$ cat src/mcr_queue.sv
// small register queue between front and back
module mcr_queue #(
	parameter int DATA_W = 8,
	parameter int DEPTH  = 2
) (
	input  logic              clk,
	input  logic              arst_n,
	input  logic              push,
	input  logic [DATA_W-1:0] wdata,
	output logic              full,
	input  logic              pop,
	output logic [DATA_W-1:0] rdata,
	output logic              empty
);

	localparam int PTR_W = (DEPTH > 1) ? $clog2(DEPTH) : 1;
	localparam int CNT_W = $clog2(DEPTH + 1);

	logic [DATA_W-1:0] mem_q [DEPTH];
	logic [PTR_W-1:0]  wr_ptr_q, rd_ptr_q;
	logic [CNT_W-1:0]  count_q;
	logic              do_push, do_pop;

	assign full    = (count_q == CNT_W'(DEPTH));
	assign empty   = (count_q == '0);
	assign rdata   = mem_q[rd_ptr_q];
	assign do_push = push && !full;
	assign do_pop  = pop && !empty;

	// pointers and fill count
	always_ff @(posedge clk or negedge arst_n) begin
		if (!arst_n) begin
			wr_ptr_q <= '0;
			rd_ptr_q <= '0;
			count_q  <= '0;
		end else begin
			if (do_push) begin
				wr_ptr_q <= (wr_ptr_q == PTR_W'(DEPTH - 1)) ? '0 : wr_ptr_q + PTR_W'(1);
			end
			if (do_pop) begin
				rd_ptr_q <= (rd_ptr_q == PTR_W'(DEPTH - 1)) ? '0 : rd_ptr_q + PTR_W'(1);
			end
			if (do_push && !do_pop) begin
				count_q <= count_q + CNT_W'(1);
			end else if (do_pop && !do_push) begin
				count_q <= count_q - CNT_W'(1);
			end
		end
	end

	// storage
	always_ff @(posedge clk) begin
		if (do_push) begin
			mem_q[wr_ptr_q] <= wdata;
		end
	end

endmodule

$ cat config.mk
export PLATFORM = sky130hd
export DESIGN_NAME = mcr_queue
export DESIGN_NICKNAME = d
export VERILOG_FILES = /design/src/mcr_queue.sv
export SDC_FILE = /design/constraint.sdc
export NUM_CORES = 1
export LEC_CHECK = 0
export ABC_AREA = 1
export BUFFER_PORTS_ARGS = -buffer_cell sky130_fd_sc_hd__buf_4
export CAP_MARGIN = 20
export CORE_MARGIN = 4
export CORE_UTILIZATION = 47
export CTS_BUF_LIST = sky130_fd_sc_hd__clkbuf_4
export DETAILED_ROUTE_END_ITERATION = 12
export PLACE_DENSITY = 0.79
export SLEW_MARGIN = 25
export SYNTH_ARGS = -nofsm -noshare
export SYNTH_HDL_FRONTEND = slang
export SYNTH_SLANG_ARGS = --single-unit
$ cat constraint.sdc
create_clock -name clk -period 1.2 [get_ports clk]
set_input_delay 0.06 -clock clk [delete_from_list [all_inputs] [get_ports clk]]
set_output_delay 0.06 -clock clk [all_outputs]
set_load 0.02 [all_outputs]
==> summary.txt <==
Run status
  – Status: finished, violations left
  – Failing checks: negative setup slack

Clock tree
  – Later-pin clock latency in the skew report: 0.30 ns
  – Clock root cell: clkbuf_4
  – Maximum clock path buffer count: 2
  – H-tree levels: 1
  – Clk slew on worst S/H paths: 0.11 ns
  – CTS tree: done
  – Num CTS Buffers: 3
  – Clk sinks: 20

STA
  – Worst-Margin Slew: 0.324 ns
  – Final max-slew violation count: 0
  – Final setup fails: 28
  – Setup_tns: -2.20 ns
  – Min Tclk post-route: 1.33 ns
  – Fmax: 750 MHz
  – Fin Hold WS: 0.0222 ns
  – RSZ-0062 raised after global routing: true
  – Final Skew: 0.00555 ns
  – Final Hold Fails: 0
  – Max-slew headroom: 78.1%
  – Tcrit/Tclk final: 111%
  – Final worst slack: -0.134 ns

Detailed routing
  – # DRC: 0
  – Initial DRC Count: 6
  – DRT Pass-1 Iters: 4
  – Post-DRT Antenna Nets: 0
  – Routed len/inst: 16.3 microns
  – Via density per instance: 5.10
  – DR vias: 709
  – Routed WL: 2.27 mm

Cells and area
  – Final instance area: 1410 sq um
  – # nets final: 137
  – P&R area growth vs syn: 74.5%
  – Fin cells: 139
  – Share of cells above drive strength 1: 61.0%
  – ANT cells: 0

Synth
  – Xor/xnor share of the synthesized area: 1.08%
  – Mux share of post-synthesis cell area: 0%
  – Compound-Gate Fraction of Synth Area: 1.24%
  – Sequential share of the synthesized area: 71.7%
  – YS warnings: 0
  – Distinct cell type count of the synthesized netlist: 14
  – Yosys reg bits: 20
  – Syn Nets: 86
  – Syn_area_per_cell: 11.1 sq um
  – Main combinational cell family by area after synthesis: simple AND/OR/NAND/NOR gates
  – Syn Std Cell Area: 810 sq um
  – Cells after synthesis: 73
  – Synth Area in Adders: 1.55%
  – Synth Area in Simple Gates: 20.1%

Flow run
  – Max Cap Viol: 0

Critical path
  – Crit-path max FO: 3
  – FF-to-FF End: count_q[1]
  – CP arrival: 1.53 ns
  – Req. time, crit path: 1.40 ns
  – Crit Path Class: register to register
  – CP startpoint kind: register
  – Worst Setup End Kind: register
  – FF-to-FF path depth: 9
  – Worst R2R Setup Slack: -0.13 ns
  – R2R Path Start: count_q[1]

Pwr
  – Pleak: 0.644 nW
  – Total power: 3.51 mW
  – Peak supply drop: 0.00197 V
  – PwrDens: 2480 nW/um^2

Place
  – Gpl congestion: 0.733
  – Buffers on Ports: 21
  – DP Area: 1050 sq um
  – Inst Count DP: 117
  – Hpwl dp: 1.19 mm

Global route
  – First-pass GRT wire length: 3.19 mm
  – Initial antenna violation count: 0
  – Vias in the first global route: 718
  – Grt total ovfl: 0
  – Largest net degree at the start of global routing: 12
  – Gr usage total: 17.0%

Floorplanning
  – Rows: 14
  – Die W: 49.5 microns
  – # IOs: 22
  – Die area: 2450 sq um
  – Core area: 1560 sq um
  – Die H: 49.5 microns
  – Initial Util: 51.9%

Hold path
  – Worst hold start: pop
  – Hold path cells: 3
  – Hold path endpoint: rd_ptr_q
  – HP Class: primary input to register
[metal layers]
metal	up-vias	share of wire (%)	track usage, %	wire length [microns]
met4	0	2.2	5.07	49
met3	6	3.7	3.31	83
met5	-	0	0	0
met2	19	56	32.4	1280
li1	336	-	-	-
met1	348	38	19.0	859
[cell usage after synthesis]
library cell  number  area, sq um
nor2_1             2         7.51
inv_1              7         26.3
o21ai_0            2         10.0
inv_2              1         3.75
dfrtp_1            4          100
ha_1               1         12.5
edfxtp_1          16          480
xnor2_1            1         8.76
buf_2              1         5.00
nand3b_1           1         7.51
nand3_1            1         5.00
nand4_1            1         6.26
nor2_2             2         12.5
nand2_1           33          124
[what timing repair did]
| item | 4_1_cts | 5_1_grt |
|---|---|---|
| hold buffers | 9 | 0 |
| setup endpoints to repair | 24 | 29 |
| gates resized for setup | 35 | 19 |
| buffers inserted | 5 | 3 |
| pin swaps | 7 | 2 |
| cloned | 0 | 1 |
| endpoints found under the hold margin | 20 | 0 |
[how the worst max path moves through the flow]
stage | startpoint | endpoint | depth (start not counted) | slack, ns
finish | count_q[1] | count_q[1] | 9 | -0.13
global route | count_q[1] | count_q[1] | 9 | -0.18
CTS | count_q[1] | mem_q[0][3] | 6 | -0.06
detailed placement | count_q[0] | count_q[1] | 6 | -0.17
global placement | count_q[0] | count_q[1] | 6 | -0.07
floorplan | count_q[1] | count_q[1] | 8 | -0.09
[critical path, stage by stage (launching register included)]
cell and delay, ns:
dfrtp_1 0.46, inv_2 0.12, nor2_4 0.06, nor2_4 0.12, ha_4 0.15, inv_1 0.04, nand2_1 0.10, nand3_2 0.08
nand2_1 0.06, nand2_1 0.05
[through the flow]
step	util [%]	setup WS (ns)
5_1_grt	90.6	-0.181
2_1_floorplan	-	-0.0948
6_report	90.6	-0.134
3_3_place_gp	67.4	-0.0687
3_5_place_dp	67.4	-0.172
4_1_cts	84.5	-0.0572
[cells by family (layout without fill, tap and decap cells)]
kind of cell    count (synthesis)  after routing
xor+xnor                        1              1
simple gates                   40             40
flops                          20             20
fa+ha+maj                       1              1
buf+inv                         9             59
compound gates                  2              2
[cells in the final DEF, fill, tap and decap left out, types with 3 or more instances in the layout]
master         count
edfxtp_1          16
nor2_4             3
buf_6             14
dlygate4sd3_1      9
clkbuf_4           3
buf_4             23
nand2_2           14
inv_2              3
nand2_1           12
nand2_4            7
inv_1              4
[layout make-up]
| cell class | count | area (sq um) |
|---|---|---|
| clock buffers | 3 | 22.5 |
| clock inverters | 1 | 3.75 |
| fillers | 57 | 146 |
| inverters | 8 | 35.0 |
| multi-input cells | 44 | 323 |
| flip-flops and latches | 20 | 583 |
| well taps | 16 | 20.0 |
| repair buffers | 46 | 420 |
| repair inverters | 1 | 5.00 |
[sequential cells by signal (all words and copies together), names as in the netlist]
signal / cells
count_q: 2
mem_q: 16
rd_ptr_q: 1
wr_ptr_q: 1
[where the power goes]
part	leakage, nW	internal [mW]	switching (mW)
logic	0.434	0.994	1.05
clock network	0.0154	0.121	0.191
registers	0.195	0.975	0.179
total	0.644	2.09	1.42
Note: power is estimated with default switching activity, not from simulation.
