File: config.mk
export PLATFORM = sky130hd
export DESIGN_NAME = mcr_front
export DESIGN_NICKNAME = d
export VERILOG_FILES = /design/src/mcr_pkg.sv /design/src/mcr_front.sv
export SDC_FILE = /design/constraint.sdc
export NUM_CORES = 1
export LEC_CHECK = 0
export BUFFER_PORTS_ARGS = -buffer_cell sky130_fd_sc_hd__buf_4
export CAP_MARGIN = 0
export CORE_ASPECT_RATIO = 0.7
export CORE_UTILIZATION = 46
export DETAILED_ROUTE_END_ITERATION = 6
export HOLD_SLACK_MARGIN = 0.02
export PLACE_DENSITY = 0.72
export SYNTH_ARGS = -nofsm -noshare
export SYNTH_HDL_FRONTEND = slang
export SYNTH_SLANG_ARGS = --single-unit
File: constraint.sdc
create_clock -name clk -period 7 [get_ports clk]
set_input_delay 0.7 -clock clk [delete_from_list [all_inputs] [get_ports clk]]
set_output_delay 0.7 -clock clk [all_outputs]
set_load 0.005 [all_outputs]
File: src/mcr_pkg.sv
// shared constants and types of the mandelbrot column renderer
package mcr_pkg;

	// field widths
	localparam int COL_W      = 7;
	localparam int PAGE_W     = 3;
	localparam int BITS_W     = 8;
	localparam int ZOOM_W     = 5;
	localparam int CFG_IDX_W  = 2;
	localparam int CFG_DATA_W = 32;

	// fixed-point format of the center registers
	localparam int REG_FRAC = 28;

	// signed pixel offset width, covers column and row offsets
	localparam int OFS_W = 10;

	// eight rows per page, one lane each
	localparam int LANES  = 8;
	localparam int STEP_W = 4;
	localparam int KIDX_W = 3;

	// queue between front and back
	localparam int QUEUE_DEPTH = 2;

	// iteration limits
	localparam int LIM_W = 6;
	typedef logic [LIM_W-1:0] limit_t;
	localparam limit_t LIMIT_LO  = limit_t'(20);
	localparam limit_t LIMIT_MID = limit_t'(30);
	localparam limit_t LIMIT_HI  = limit_t'(40);

	localparam logic [ZOOM_W-1:0] ZOOM_LO_MAX = 5'd7;
	localparam logic [ZOOM_W-1:0] ZOOM_MID    = 5'd8;
	localparam logic [ZOOM_W-1:0] ZOOM_RESET  = 5'd5;

	// escape bound |z|^2 > 4
	localparam int ESC_BOUND = 4;

	// register indexes
	typedef enum logic [CFG_IDX_W-1:0] {
		REG_CENTER_RE  = 2'd0,
		REG_CENTER_IM  = 2'd1,
		REG_ZOOM_SHIFT = 2'd2
	} cfg_reg_t;

	// lane control from the back sequencer
	typedef struct packed {
		logic load;
		logic step;
	} lane_ctl_t;

endpackage

File: src/mcr_front.sv
// front: accepts a request, works out the nine point coordinates, picks the limit
module mcr_front #(
	parameter int WIDTH     = 128,
	parameter int HEIGHT    = 64,
	parameter int FRAC_BITS = 28
) (
	input  logic                                    clk,
	input  logic                                    arst_n,
	input  logic                                    push,
	output logic                                    full,
	input  logic [mcr_pkg::COL_W-1:0]               column,
	input  logic [mcr_pkg::PAGE_W-1:0]              page,
	input  logic signed [mcr_pkg::CFG_DATA_W-1:0]   center_re,
	input  logic signed [mcr_pkg::CFG_DATA_W-1:0]   center_im,
	input  logic [mcr_pkg::ZOOM_W-1:0]              zoom_shift,
	output logic                                    q_push,
	input  logic                                    q_full,
	output logic [mcr_pkg::LIM_W+(mcr_pkg::LANES+1)*(FRAC_BITS+4)-1:0] q_data
);

	localparam int W  = FRAC_BITS + 4;
	localparam int XW = W + mcr_pkg::OFS_W;
	localparam int CW = W + mcr_pkg::CFG_DATA_W;
	localparam int LS = (FRAC_BITS >= mcr_pkg::REG_FRAC) ? FRAC_BITS - mcr_pkg::REG_FRAC : 0;
	localparam int RS = (FRAC_BITS >= mcr_pkg::REG_FRAC) ? 0 : mcr_pkg::REG_FRAC - FRAC_BITS;
	localparam logic signed [XW-1:0] WMAX_X = {{(XW-W+1){1'b0}}, {(W-1){1'b1}}};
	localparam logic signed [XW-1:0] WMIN_X = {{(XW-W+1){1'b1}}, {(W-1){1'b0}}};
	localparam logic signed [W-1:0]  WMAX   = {1'b0, {(W-1){1'b1}}};
	localparam logic signed [W-1:0]  WMIN   = {1'b1, {(W-1){1'b0}}};

	typedef enum logic [1:0] {
		FR_IDLE,
		FR_CALC,
		FR_PUSH
	} fr_state_t;

	fr_state_t                      state_q;
	logic [mcr_pkg::STEP_W-1:0]     step_q;
	logic [mcr_pkg::COL_W-1:0]      col_q;
	logic [mcr_pkg::PAGE_W-1:0]     page_q;
	logic signed [W-1:0]            cr_q;
	logic signed [W-1:0]            ci_q [mcr_pkg::LANES];

	logic [mcr_pkg::KIDX_W-1:0]     kidx;
	logic signed [CW-1:0]           cre_x, cim_x;
	logic signed [W-1:0]            cre_w, cim_w, cen_mux;
	logic signed [mcr_pkg::OFS_W-1:0] d_mux;
	logic signed [XW-1:0]           d_ext, d_shl, d_shr;
	logic [6:0]                     lsh, rsh;
	logic                           use_left;
	logic signed [W-1:0]            off, coord;
	logic signed [W:0]              coord_sum;
	mcr_pkg::limit_t                limit;

	assign full   = (state_q != FR_IDLE);
	assign q_push = (state_q == FR_PUSH) && !q_full;
	assign kidx   = mcr_pkg::KIDX_W'(step_q - mcr_pkg::STEP_W'(1));

	// centers to the internal format
	always_comb begin
		cre_x = (CW'(center_re) <<< LS) >>> RS;
		cim_x = (CW'(center_im) <<< LS) >>> RS;
		cre_w = cre_x[W-1:0];
		cim_w = cim_x[W-1:0];
	end

	// pixel offset for the current step: real first, then the eight rows
	always_comb begin
		if (step_q == '0) begin
			cen_mux = cre_w;
			d_mux   = $signed({3'b0, col_q}) - mcr_pkg::OFS_W'(WIDTH / 2);
		end else begin
			cen_mux = cim_w;
			d_mux   = $signed({4'b0, page_q, kidx}) - mcr_pkg::OFS_W'(HEIGHT / 2);
		end
	end

	// scaled offset plus center, saturating
	always_comb begin
		use_left = ({2'b0, zoom_shift} <= 7'(FRAC_BITS));
		lsh      = 7'(FRAC_BITS) - {2'b0, zoom_shift};
		rsh      = {2'b0, zoom_shift} - 7'(FRAC_BITS);
		d_ext    = XW'(d_mux);
		d_shl    = d_ext <<< lsh;
		d_shr    = d_ext >>> rsh;
		if (use_left) begin
			if (d_shl > WMAX_X) begin
				off = WMAX;
			end else if (d_shl < WMIN_X) begin
				off = WMIN;
			end else begin
				off = d_shl[W-1:0];
			end
		end else begin
			off = d_shr[W-1:0];
		end
		coord_sum = {cen_mux[W-1], cen_mux} + {off[W-1], off};
		if (coord_sum[W] != coord_sum[W-1]) begin
			coord = coord_sum[W] ? WMIN : WMAX;
		end else begin
			coord = coord_sum[W-1:0];
		end
	end

	// iteration limit from the zoom
	always_comb begin
		if (zoom_shift <= mcr_pkg::ZOOM_LO_MAX) begin
			limit = mcr_pkg::LIMIT_LO;
		end else if (zoom_shift == mcr_pkg::ZOOM_MID) begin
			limit = mcr_pkg::LIMIT_MID;
		end else begin
			limit = mcr_pkg::LIMIT_HI;
		end
	end

	// queue entry: limit, real part, imaginary parts by row
	always_comb begin
		q_data[mcr_pkg::LANES*W +: W] = cr_q;
		q_data[(mcr_pkg::LANES+1)*W +: mcr_pkg::LIM_W] = limit;
		for (int k = 0; k < mcr_pkg::LANES; k++) begin
			q_data[k*W +: W] = ci_q[k];
		end
	end

	// sequencer
	always_ff @(posedge clk or negedge arst_n) begin
		if (!arst_n) begin
			state_q <= FR_IDLE;
			step_q  <= '0;
		end else begin
			case (state_q)
				FR_IDLE: begin
					if (push) begin
						state_q <= FR_CALC;
						step_q  <= '0;
					end
				end
				FR_CALC: begin
					if (step_q == mcr_pkg::STEP_W'(mcr_pkg::LANES)) begin
						state_q <= FR_PUSH;
					end else begin
						step_q <= step_q + mcr_pkg::STEP_W'(1);
					end
				end
				FR_PUSH: begin
					if (!q_full) begin
						state_q <= FR_IDLE;
					end
				end
				default: begin
					state_q <= FR_IDLE;
				end
			endcase
		end
	end

	// request and coordinate payload
	always_ff @(posedge clk) begin
		if (state_q == FR_IDLE && push) begin
			col_q  <= column;
			page_q <= page;
		end
		if (state_q == FR_CALC) begin
			if (step_q == '0) begin
				cr_q <= coord;
			end else begin
				ci_q[kidx] <= coord;
			end
		end
	end

endmodule

==> results.md, run 1 <==
* Outcome: finished clean
* Via Count at just over 10000
* Initial antenna violation count at 0
* Die area at slightly below 30000 um^2
* Seq/Total Area, Yosys at roughly two thirds
* Final min period at approximately 6.6 ns
* Fin util at approximately 64%
* Core area at ~28000 um^2
* Async S/R FF share, synth at between 1.5 and 2%
* Hold Vio Cnt, Final at 0
* Sw Pwr at roughly 4.6 mW
* Met2 wire length at 18.4 mm
* Rel. slew slack at 31.6%
* Synth area leader: edfxtp_1
* Peak supply drop at between 300 and 400 uV
* Crit share post-route at a little over nine tenths
* Clock slew seen by the registers of the worst setup and hold paths at 0.07 ns
* Post-route DRC at 0
* Post-Synthesis Cells at 1002
* Non-Filler Instances at between 1500 and 2000
* Routed Antenna Nets at 0
* RD Place Congestion at 0.974
* Setup TNS at 0 ns
* Setup Skew at between 0.02 and 0.025 ns
* Clock latency on the worst-skew pair at approximately 0.55 ns
* Crit Path Max Fanout at 12
* Synth Flop Type: edfxtp_1
* Starting Density at roughly 47%
* Sw frac at 39.2%
* Syn_area_per_cell at around 13 um^2
* Top-area cell type share of the netlist area at about two thirds
* Worst Path Arrival at 6.78 ns
* Sequential Power Share at a little under two fifths
* TritonRoute pass-1 iters at 5
* Die H at ~140 um
* I/O pins at 379
* Seq cells post-synth at approximately 300
* Power per cell area at 655 nW/um^2
* Nets@finish at 1560
* Total of max-cap violations at 0
* Antenna diodes at 0
* Slew Limit Fails at 0
* CP required at between 7 and 8 ns
* Max H-tree Level at 1
* Rows at between 50 and 60
* Clock Power Share at between 10% and 20%
* Initial drt markers at about 790
* Hold Path Class: in2reg
* Synth-to-Final Area Change at 34.9%
* Final setup violation count at 0
* First-pass GRT wire length at between 50 and 60 mm
* Setup CP Type: reg2reg
* Global route overflow at 0
* Metal-1 WL at around 18 mm
* Synth Cell Area at approximately 13000 um^2
* # placed instances at roughly 1800
* Post-Route WL at around 42 mm
* Hpwl dp at ~31 mm
* Comb pwr share at ~50%
* F_max at 152 MHz
* Clk buf depth at 3
* CTS Root Cell: clkbuf_16
* Synth Net Count at 1126
* Total power at roughly 12 mW
* Top Metal Used: met4
* Die W at around 210 um
* EDFF count, synth at about 300
* Leakage at just over 7 nW
* Crit path capture type: register
* Top post-synthesis cells by area: edfxtp_1 67%, nand2_1 4.5%, ha_1 3.7%, a21oi_1 2.8%, o21ai_0 2.1%
* CTS tree: yes
* TritonCTS buffer count at 27
* Setup crit start kind: register
* Worst-margin pin slew at slightly above 1 ns
* Vias in the first global route at ~9600
* DR WL met3 at 4.91 mm
* Clock sinks at 304
* Internal Power at between 7 and 8 mW
* I/O Buffers at between 300 and 400
* RSZ-0062 raised after global routing: false
* Vias/cell at ~5.6
* Drt wl/cell at approximately 23 um
* Yosys warnings at 0
* Total Routing Usage GR at between 20 and 30%
* Share of cells above drive strength 1 at about 37%
* Synth cell types at 82
* Largest net degree at the start of global routing at 27
[what timing repair did]
action | 4_1_cts | 5_1_grt
endpoints found under the setup margin | 0 | 256
endpoints found under the hold margin | 6 | 0
setup buffers | 0 | 2
hold buffers | 1 | 0
gates resized for setup | 0 | 12
[cell usage in the layout, fill, tap and decap left out, types with 10 or more instances in the layout]
| cell | instances |
|---|---|
| a21oi_1 | 70 |
| o21ai_0 | 52 |
| nand2_1 | 160 |
| clkbuf_16 | 27 |
| ha_1 | 40 |
| inv_1 | 24 |
| nor2_1 | 46 |
| nand3_1 | 23 |
| edfxtp_1 | 298 |
| xnor2_1 | 22 |
| xor2_1 | 12 |
| mux2i_1 | 14 |
| a31oi_1 | 10 |
| o21ai_1 | 10 |
| buf_4 | 447 |
| a211oi_1 | 10 |
[state kept, by name, summed over array words and instances (netlist names)]
name     count
ci_q       256
cr_q        32
col_q        7
step_q       4
page_q       3
state_q      2
[per-stage QoR]
step                setup slack (ns)  hold WS (ns)  cell area (um^2)
global route                  0.0908         0.302             18000
detailed placement             0.244         0.520             17100
CTS                            0.182         0.304             18000
finish                         0.435         0.323             18000
floorplan                      0.956         0.404             13400
global placement               0.377         0.514             17100
[layout make-up]
| class | instances | area (um^2) |
|---|---|---|
| Tap cell | 371 | 464 |
| Timing Repair Buffer | 451 | 3430 |
| Fill cell | 2141 | 10200 |
| Inverter | 25 | 93.8 |
| Clock buffer | 28 | 679 |
| Clock inverter | 21 | 220 |
| Sequential cell | 304 | 9100 |
| Multi-Input combinational cell | 627 | 4050 |
[path summary, 6_finish.rpt]
check,cells after the start,end,slack [ns],startpoint
min in group asynchronous,2,step_q[0]$_DFFE_PN0P_,0.53,arst_n
setup reg to reg,20,cr_q[9]$_DFFE_PP_,0.43,step_q[0]$_DFFE_PN0P_
hold reg to reg,1,state_q[1]$_DFFE_PN0P_,0.61,state_q[1]$_DFFE_PN0P_
max in group asynchronous,2,state_q[1]$_DFFE_PN0P_,6.33,arst_n
hold / removal,1,col_q[0]$_DFFE_PP_,0.32,column[0]
setup / recovery,20,cr_q[9]$_DFFE_PP_,0.43,step_q[0]$_DFFE_PN0P_
[cells in the mapped netlist, types with 5 or more instances]
library cell and number:
edfxtp_1 298, nand2_1 160, a21oi_1 76, o21ai_0 57, nor2_1 51, ha_1 40, clkbuf_1 27, inv_1 24
nand3_1 23, xnor2_1 22, mux2i_1 14, xor2_1 12, nor3_1 11, a211oi_1 10, a31oi_1 10, a21o_1 8
nand2b_1 8, buf_2 7, maj3_1 7, o21ai_2 7, dfrtp_1 6, buf_6 5, nor2b_1 5, nor3b_1 5
o21a_1 5, o21ai_1 5, o31ai_1 5
[critical path, stage by stage (launching register included)]
cell,delay [ns]
dfrtp_1,0.38
inv_1,0.12
ha_1,0.28
or3b_4,0.52
mux2_4,0.36
mux4_2,0.50
o21ai_2,0.16
and4_4,0.27
nand3_1,0.18
a31oi_4,0.28
a21oi_1,0.12
ha_1,0.35
o21ai_0,0.13
o21ai_0,0.25
nand3_1,0.24
a2111oi_2,0.52
buf_4,0.20
nor3b_1,0.06
o21a_1,0.25
or3_1,0.53
maj3_1,0.54
[power by group through the flow]
| stage | clock [mW] | combinational (mW) | sequential [mW] |
|---|---|---|---|
| 3_5_place_dp | 0 | 5.77 | 4.47 |
| 2_1_floorplan | 0 | 2.71 | 4.52 |
| 3_3_place_gp | 0 | 5.70 | 4.46 |
| 5_1_grt | 1.59 | 6.38 | 4.50 |
| 6_report | 1.50 | 5.87 | 4.44 |
| 4_1_cts | 1.53 | 5.79 | 4.45 |
[kinds of logic after synthesis]
family	share of synthesized area (%)
AND/OR/NAND/NOR	9.61
AO/OA/AOI/OAI	11.1
flip-flops	68.0
multiplexers	2.20
other	0.0280
adder cells (fa/ha/maj)	4.42
buffers and inverters	2.40
XOR/XNOR	2.23
[metal layers]
layer / track usage (%) / vias to the layer above
li1: - / 4612
met3: 10.3 / 53
met1: 38.0 / 4981
met2: 41.7 / 541
met5: 0 / -
met4: 6.54 / 0
Power figures use the tool's default switching activity.
==> run 2: changes to the inputs <==
CTS_BUF_LIST = sky130_fd_sc_hd__clkbuf_8   (was default)
PLACE_DENSITY = 0.81   (was 0.72)
==> results.md, run 2 (synthesis gave the netlist of run 1 again) <==
* Outcome: finished clean
* Worst Path Arrival at around 6.7 ns
* Most frequent cells in the layout: 455 x buf_4, 298 x edfxtp_1, 160 x nand2_1
* Hold Path Cell Cnt at 1
* CTS Root Cell: clkbuf_8
* Min-Delay Endpoint: col_q[4]$_DFFE_PP_
* RD Place Congestion at 0.962
* Worst hold start: column[4]
* Total power at around 12 mW
* Setup CP Type: reg2reg
* RSZ-0062 raised after global routing: false
* Hpwl dp at approximately 32 mm
* Fillers at 2132
* Core area at between 20000 and 30000 um^2
* Register-to-register path setup slack at roughly 0.46 ns
* Nets@finish at between 1500 and 2000
* CP cell instances: inv_1 > ha_1 > or3b_4 > mux2_4 > mux4_2 > o21ai_2 > and4_4 > a31o_4 > a21boi_4 > buf_12 > nand2_1 > ha_1 > a21o_1 > a21oi_1 > o31ai_1 > a211o_1 > a2111oi_0 > a21boi_1 > buf_4 > nor4_4 > buf_12 > o21ai_0
* Rel. slew slack at a little over 30%
* Setup Buffers After CTS at 0
* Total Routing Usage GR at approximately 28%
* Vias in the first global route at a little under 10000
* Initial antenna violation count at 0
* Sw Pwr at 4.66 mW
* Crit Path Max Fanout at 20
* Crit share post-route at a little over 90%
* Largest net degree at the start of global routing at 33
* Comb pwr share at about half
* Routed Antenna Nets at 0
* Final min period at roughly 6.5 ns
* Clock slew seen by the registers of the worst setup and hold paths at around 0.070 ns
* Largest Register: ci_q
* Commonest non-fill, non-tap cell in the layout: buf_4
* Internal Power at 6.99 mW
* Rows at slightly above 50
* Register area at 9100 um^2
* Biggest registers after layout: ci_q (256), cr_q (32), col_q (7)
* Worst hold margin at 0.300 ns
* Die H at about 140 um
* Setup Skew at around 0.015 ns
* Hold Vio Cnt, Final at 0
* Global route overflow at 0
* Fin util at a little under two thirds
* Slew Limit Fails at 0
* I/O pins at roughly 380
* Setup TNS at 0 ns
* Reg2reg end: ci_q[7][2]$_DFFE_PP_
* Setup crit start kind: register
* Worst-margin pin slew at 1.03 ns
* Vias/cell at roughly 5.5
* Synth-to-Final Area Change at 34.3%
* Post-Route WL at 42.8 mm
* Die area at approximately 30000 um^2
* Worst reg2reg path startpoint: step_q[0]$_DFFE_PN0P_
* Hold Path Class: in2reg
* WP buf/inv at 4
* Starting Density at about 47%
* Max reg flops at around 260
* Clock sinks at between 300 and 400
* Crit path capture type: register
* Via Count at between 10000 and 15000
* CTS tree: yes
* Post-route DRC at 0
* Sw frac at around 40%
* F_max at 153 MHz
* Worst reg2reg path depth at 22
* Leakage at 7.30 nW
* Multi-input logic area at slightly above 4000 um^2
* CP max stage delay at between 0.5 and 0.6 ns
* Die W at 206 um
* CP top delay family: compound AO/OA/AOI/OAI gates
* Peak supply drop at between 300 and 400 uV
* I/O Buffers at 377
* Clock latency on the worst-skew pair at around 0.57 ns
* Max H-tree Level at 2
* Clk buf depth at 3
* Share of cells above drive strength 1 at between 30 and 40%
* Initial drt markers at 819
* First-pass GRT wire length at approximately 60 mm
* Clock Power Share at around 11%
* Power per cell area at 649 nW/um^2
* CP max stage cell: or3b_4
* Sequential Power Share at 38.1%
* Antenna diodes at 0
* CP required at between 7 and 8 ns
* TritonCTS buffer count at 44
* Drt wl/cell at 23.0 um
* Total of max-cap violations at 0
* Final setup violation count at 0
* TritonRoute pass-1 iters at 5
[run 2: cell types whose count changed in the layout (fill, tap and decap cells not counted), moves of 2 or more]
cell	delta
bufinv_16	-2
a21oi_2	-6
inv_1	+16
clkbuf_16	-27
buf_4	+8
clkbuf_8	+44
clkinv_4	-4
a21oi_1	+6
[run 2: layer usage]
layer,part of all wire [%],vias up,GRT usage [%]
li1,-,4681,-
met1,43,4920,37.9
met2,44,569,42.1
met3,12,59,10.5
met4,2.1,0,7.78
met5,0,-,0.340
[run 2: what timing repair did]
action / 4_1_cts / 5_1_grt
endpoints found under the setup margin: 0 / 54
resized for setup: 0 / 6
hold buffers: 1 / 0
hold endpoints to repair: 6 / 0
[run 2: worst max-delay path by stage]
stage / endpoint / slack (ns) / depth (start not counted) / startpoint
after floorplan: ci_q[0][8]$_DFFE_PP_ / 0.96 / 22 / step_q[0]$_DFFE_PN0P_
after global placement: ci_q[4][2]$_DFFE_PP_ / 0.67 / 22 / step_q[0]$_DFFE_PN0P_
after detailed placement: ci_q[6][4]$_DFFE_PP_ / 0.39 / 22 / step_q[0]$_DFFE_PN0P_
after CTS: ci_q[5][4]$_DFFE_PP_ / 0.34 / 22 / step_q[0]$_DFFE_PN0P_
after global routing: ci_q[2][2]$_DFFE_PP_ / 0.11 / 23 / step_q[0]$_DFFE_PN0P_
final: ci_q[7][2]$_DFFE_PP_ / 0.46 / 22 / step_q[0]$_DFFE_PN0P_
[run 2: final cells by class]
class / count / share of cell area [%]
inverter: 25 / 0.522
multi-input combinational: 627 / 22.5
sequential: 304 / 50.7
clock inverter: 33 / 1.12
clock buffer: 44 / 3.37
tap: 371 / 2.58
timing repair buffer: 458 / 19.3
[run 2: through the flow]
step / instance area, um^2 / cells / worst slack [ns]
floorplan: 13400 / 1002 / 0.956
global placement: 17100 / 1784 / 0.665
detailed placement: 17100 / 1784 / 0.388
CTS: 18000 / 1862 / 0.341
global route: 18000 / 1862 / 0.114
finish: 18000 / 1862 / 0.457
[run 2: power groups by stage]
| stage | sequential, mW | clock [mW] | combinational (mW) |
|---|---|---|---|
| final | 4.44 | 1.33 | 5.88 |
| after global routing | 4.51 | 1.43 | 6.36 |
| after global placement | 4.45 | 0 | 5.71 |
| after floorplan | 4.52 | 0 | 2.71 |
| after CTS | 4.46 | 1.35 | 5.87 |
| after detailed placement | 4.48 | 0 | 5.85 |
==> run 3: changes to the inputs <==
GPL_TIMING_DRIVEN = 0   (was default)
PLACE_DENSITY = 0.84   (was 0.81)
clock period = 6 ns   (was 7 ns; I/O delays follow)
==> results.md, run 3 (synthesis gave the netlist of run 1 again) <==
* Crit share post-route at 99.7%
* Busiest grt layer: met2
* CTS tree: yes
* Starting Density at around 47%
* Initial antenna violation count at 0
* F_max at around 170 MHz
* Worst hold start: page[1]
* TritonRoute pass-1 iters at 5
* I/O pins at 379
* Worst-margin pin slew at approximately 1.0 ns
* Vias/cell at approximately 5.7
* Post-Route WL at around 48 mm
* Via Count at roughly 11000
* TritonCTS buffer count at between 40 and 50
* Most Frequent Cell on Critical Path: buf_4
* Setup crit start kind: register
* Worst reg2reg path depth at 25
* Die W at between 200 and 250 um
* Hold Path Class: in2reg
* Share of cells above drive strength 1 at 44.9%
* Hold Vio Cnt, Final at 0
* Clk buf depth at 3
* Outcome: finished clean
* Core area at 28200 um^2
* WP buf/inv at 7
* Die area at a little under 30000 um^2
* Synth-to-Final Area Change at 45.9%
* GR Util met1 at 40.6%
* Non-Filler Instances at 1919
* Most frequent cells in the layout: 441 x buf_4, 298 x edfxtp_1, 154 x nand2_1
* Routed Antenna Nets at 0
* Hold Path Cell Cnt at 1
* Die H at 145 um
* Final min period at 5.98 ns
* CP top delay family: compound AO/OA/AOI/OAI gates
* Total of max-cap violations at 0
* Clock latency on the worst-skew pair at 0.58 ns
* Rows at 51
* CTS Root Cell: clkbuf_8
* Crit path depth at 25
* Setup TNS at 0 ns
* Initial drt markers at between 800 and 900
* Biggest registers after layout: ci_q (256), cr_q (32), col_q (7)
* Max reg flops at 256
* Worst hold margin at 0.201 ns
* Antenna diodes at 0
* # placed instances at 1771
* Total Routing Usage GR at between 20% and 30%
* Largest net degree at the start of global routing at 27
* Crit Path Max Fanout at 6
* I/O Buffers at between 300 and 400
* Post-route DRC at 0
* CP max stage cell: mux4_2
* Worst Path Arrival at between 6 and 7 ns
* Rel. slew slack at 31.0%
* Final setup violation count at 0
* Drt wl/cell at around 25 um
* M3 GR Usage at 9.08%
* Met2 Use GR at between 40% and 50%
* Crit path capture type: register
* Setup CP Type: reg2reg
* Largest Register: ci_q
* Commonest non-fill, non-tap cell in the layout: buf_4
* Crit path launch: step_q[1]$_DFFE_PN0P_
* First-pass GRT wire length at between 60 and 70 mm
* Global route overflow at 0
* Clock sinks at between 300 and 400
* CP required at about 6.3 ns
* Nets@finish at 1646
* RD Place Congestion at approximately 0.95
* CP max stage delay at approximately 0.54 ns
* Hpwl dp at between 30 and 40 mm
* Slew Limit Fails at 0
* Clock slew seen by the registers of the worst setup and hold paths at around 0.07 ns
* Vias in the first global route at 10155
* Max H-tree Level at 2
* Worst reg2reg path startpoint: step_q[1]$_DFFE_PN0P_
* Setup Skew at 0.0284 ns
==> run 3: worst paths after layout <==
path                                     endpoint  slack [ns]
min reg2reg                state_q[1]$_DFFE_PN0P_        0.61
max reg2reg                 ci_q[6][28]$_DFFE_PP_        0.02
min in group asynchronous   step_q[1]$_DFFE_PN0P_        0.40
max                         ci_q[6][28]$_DFFE_PP_        0.02
min                           page_q[1]$_DFFE_PP_        0.20
max in group asynchronous   step_q[0]$_DFFE_PN0P_        5.47
==> run 3: cell type report <==
| class | instances | area (um^2) |
|---|---|---|
| flip-flops and latches | 304 | 9100 |
| inverters | 25 | 96.3 |
| repair buffers | 467 | 3760 |
| plain buffers | 39 | 294 |
| clock buffers | 42 | 578 |
| clock inverters | 28 | 126 |
| well taps | 371 | 464 |
| multi-input cells | 643 | 5100 |
| fillers | 1913 | 8690 |
==> run 3: metal layers <==
layer	vias to the layer above	wire, um
li1	4836	-
met1	5334	19700
met2	650	21500
met3	69	5320
met4	0	977
met5	-	0
==> run 3: repair_timing <==
item	in CTS	in global routing
cloned	6	17
buffers inserted	34	27
hold endpoints to repair	6	0
pin swaps	29	48
resized for setup	150	75
setup endpoints to repair	288	283
hold buffers	1	0
==> run 3: metrics by stage <==
step                cell area, um^2  utilization, %  setup slack (ns)
floorplan                     13400               -           0.00933
global placement              16700            59.1             -2.38
detailed placement            17000            60.2             -2.41
CTS                           18700            66.3           0.00777
global route                  19500            69.2           -0.0859
finish                        19500            69.2            0.0182
Power of run 3 is left out: the tool's default activity adds up to more than one toggle a clock period on the data nets, which glitch-free logic cannot reach.
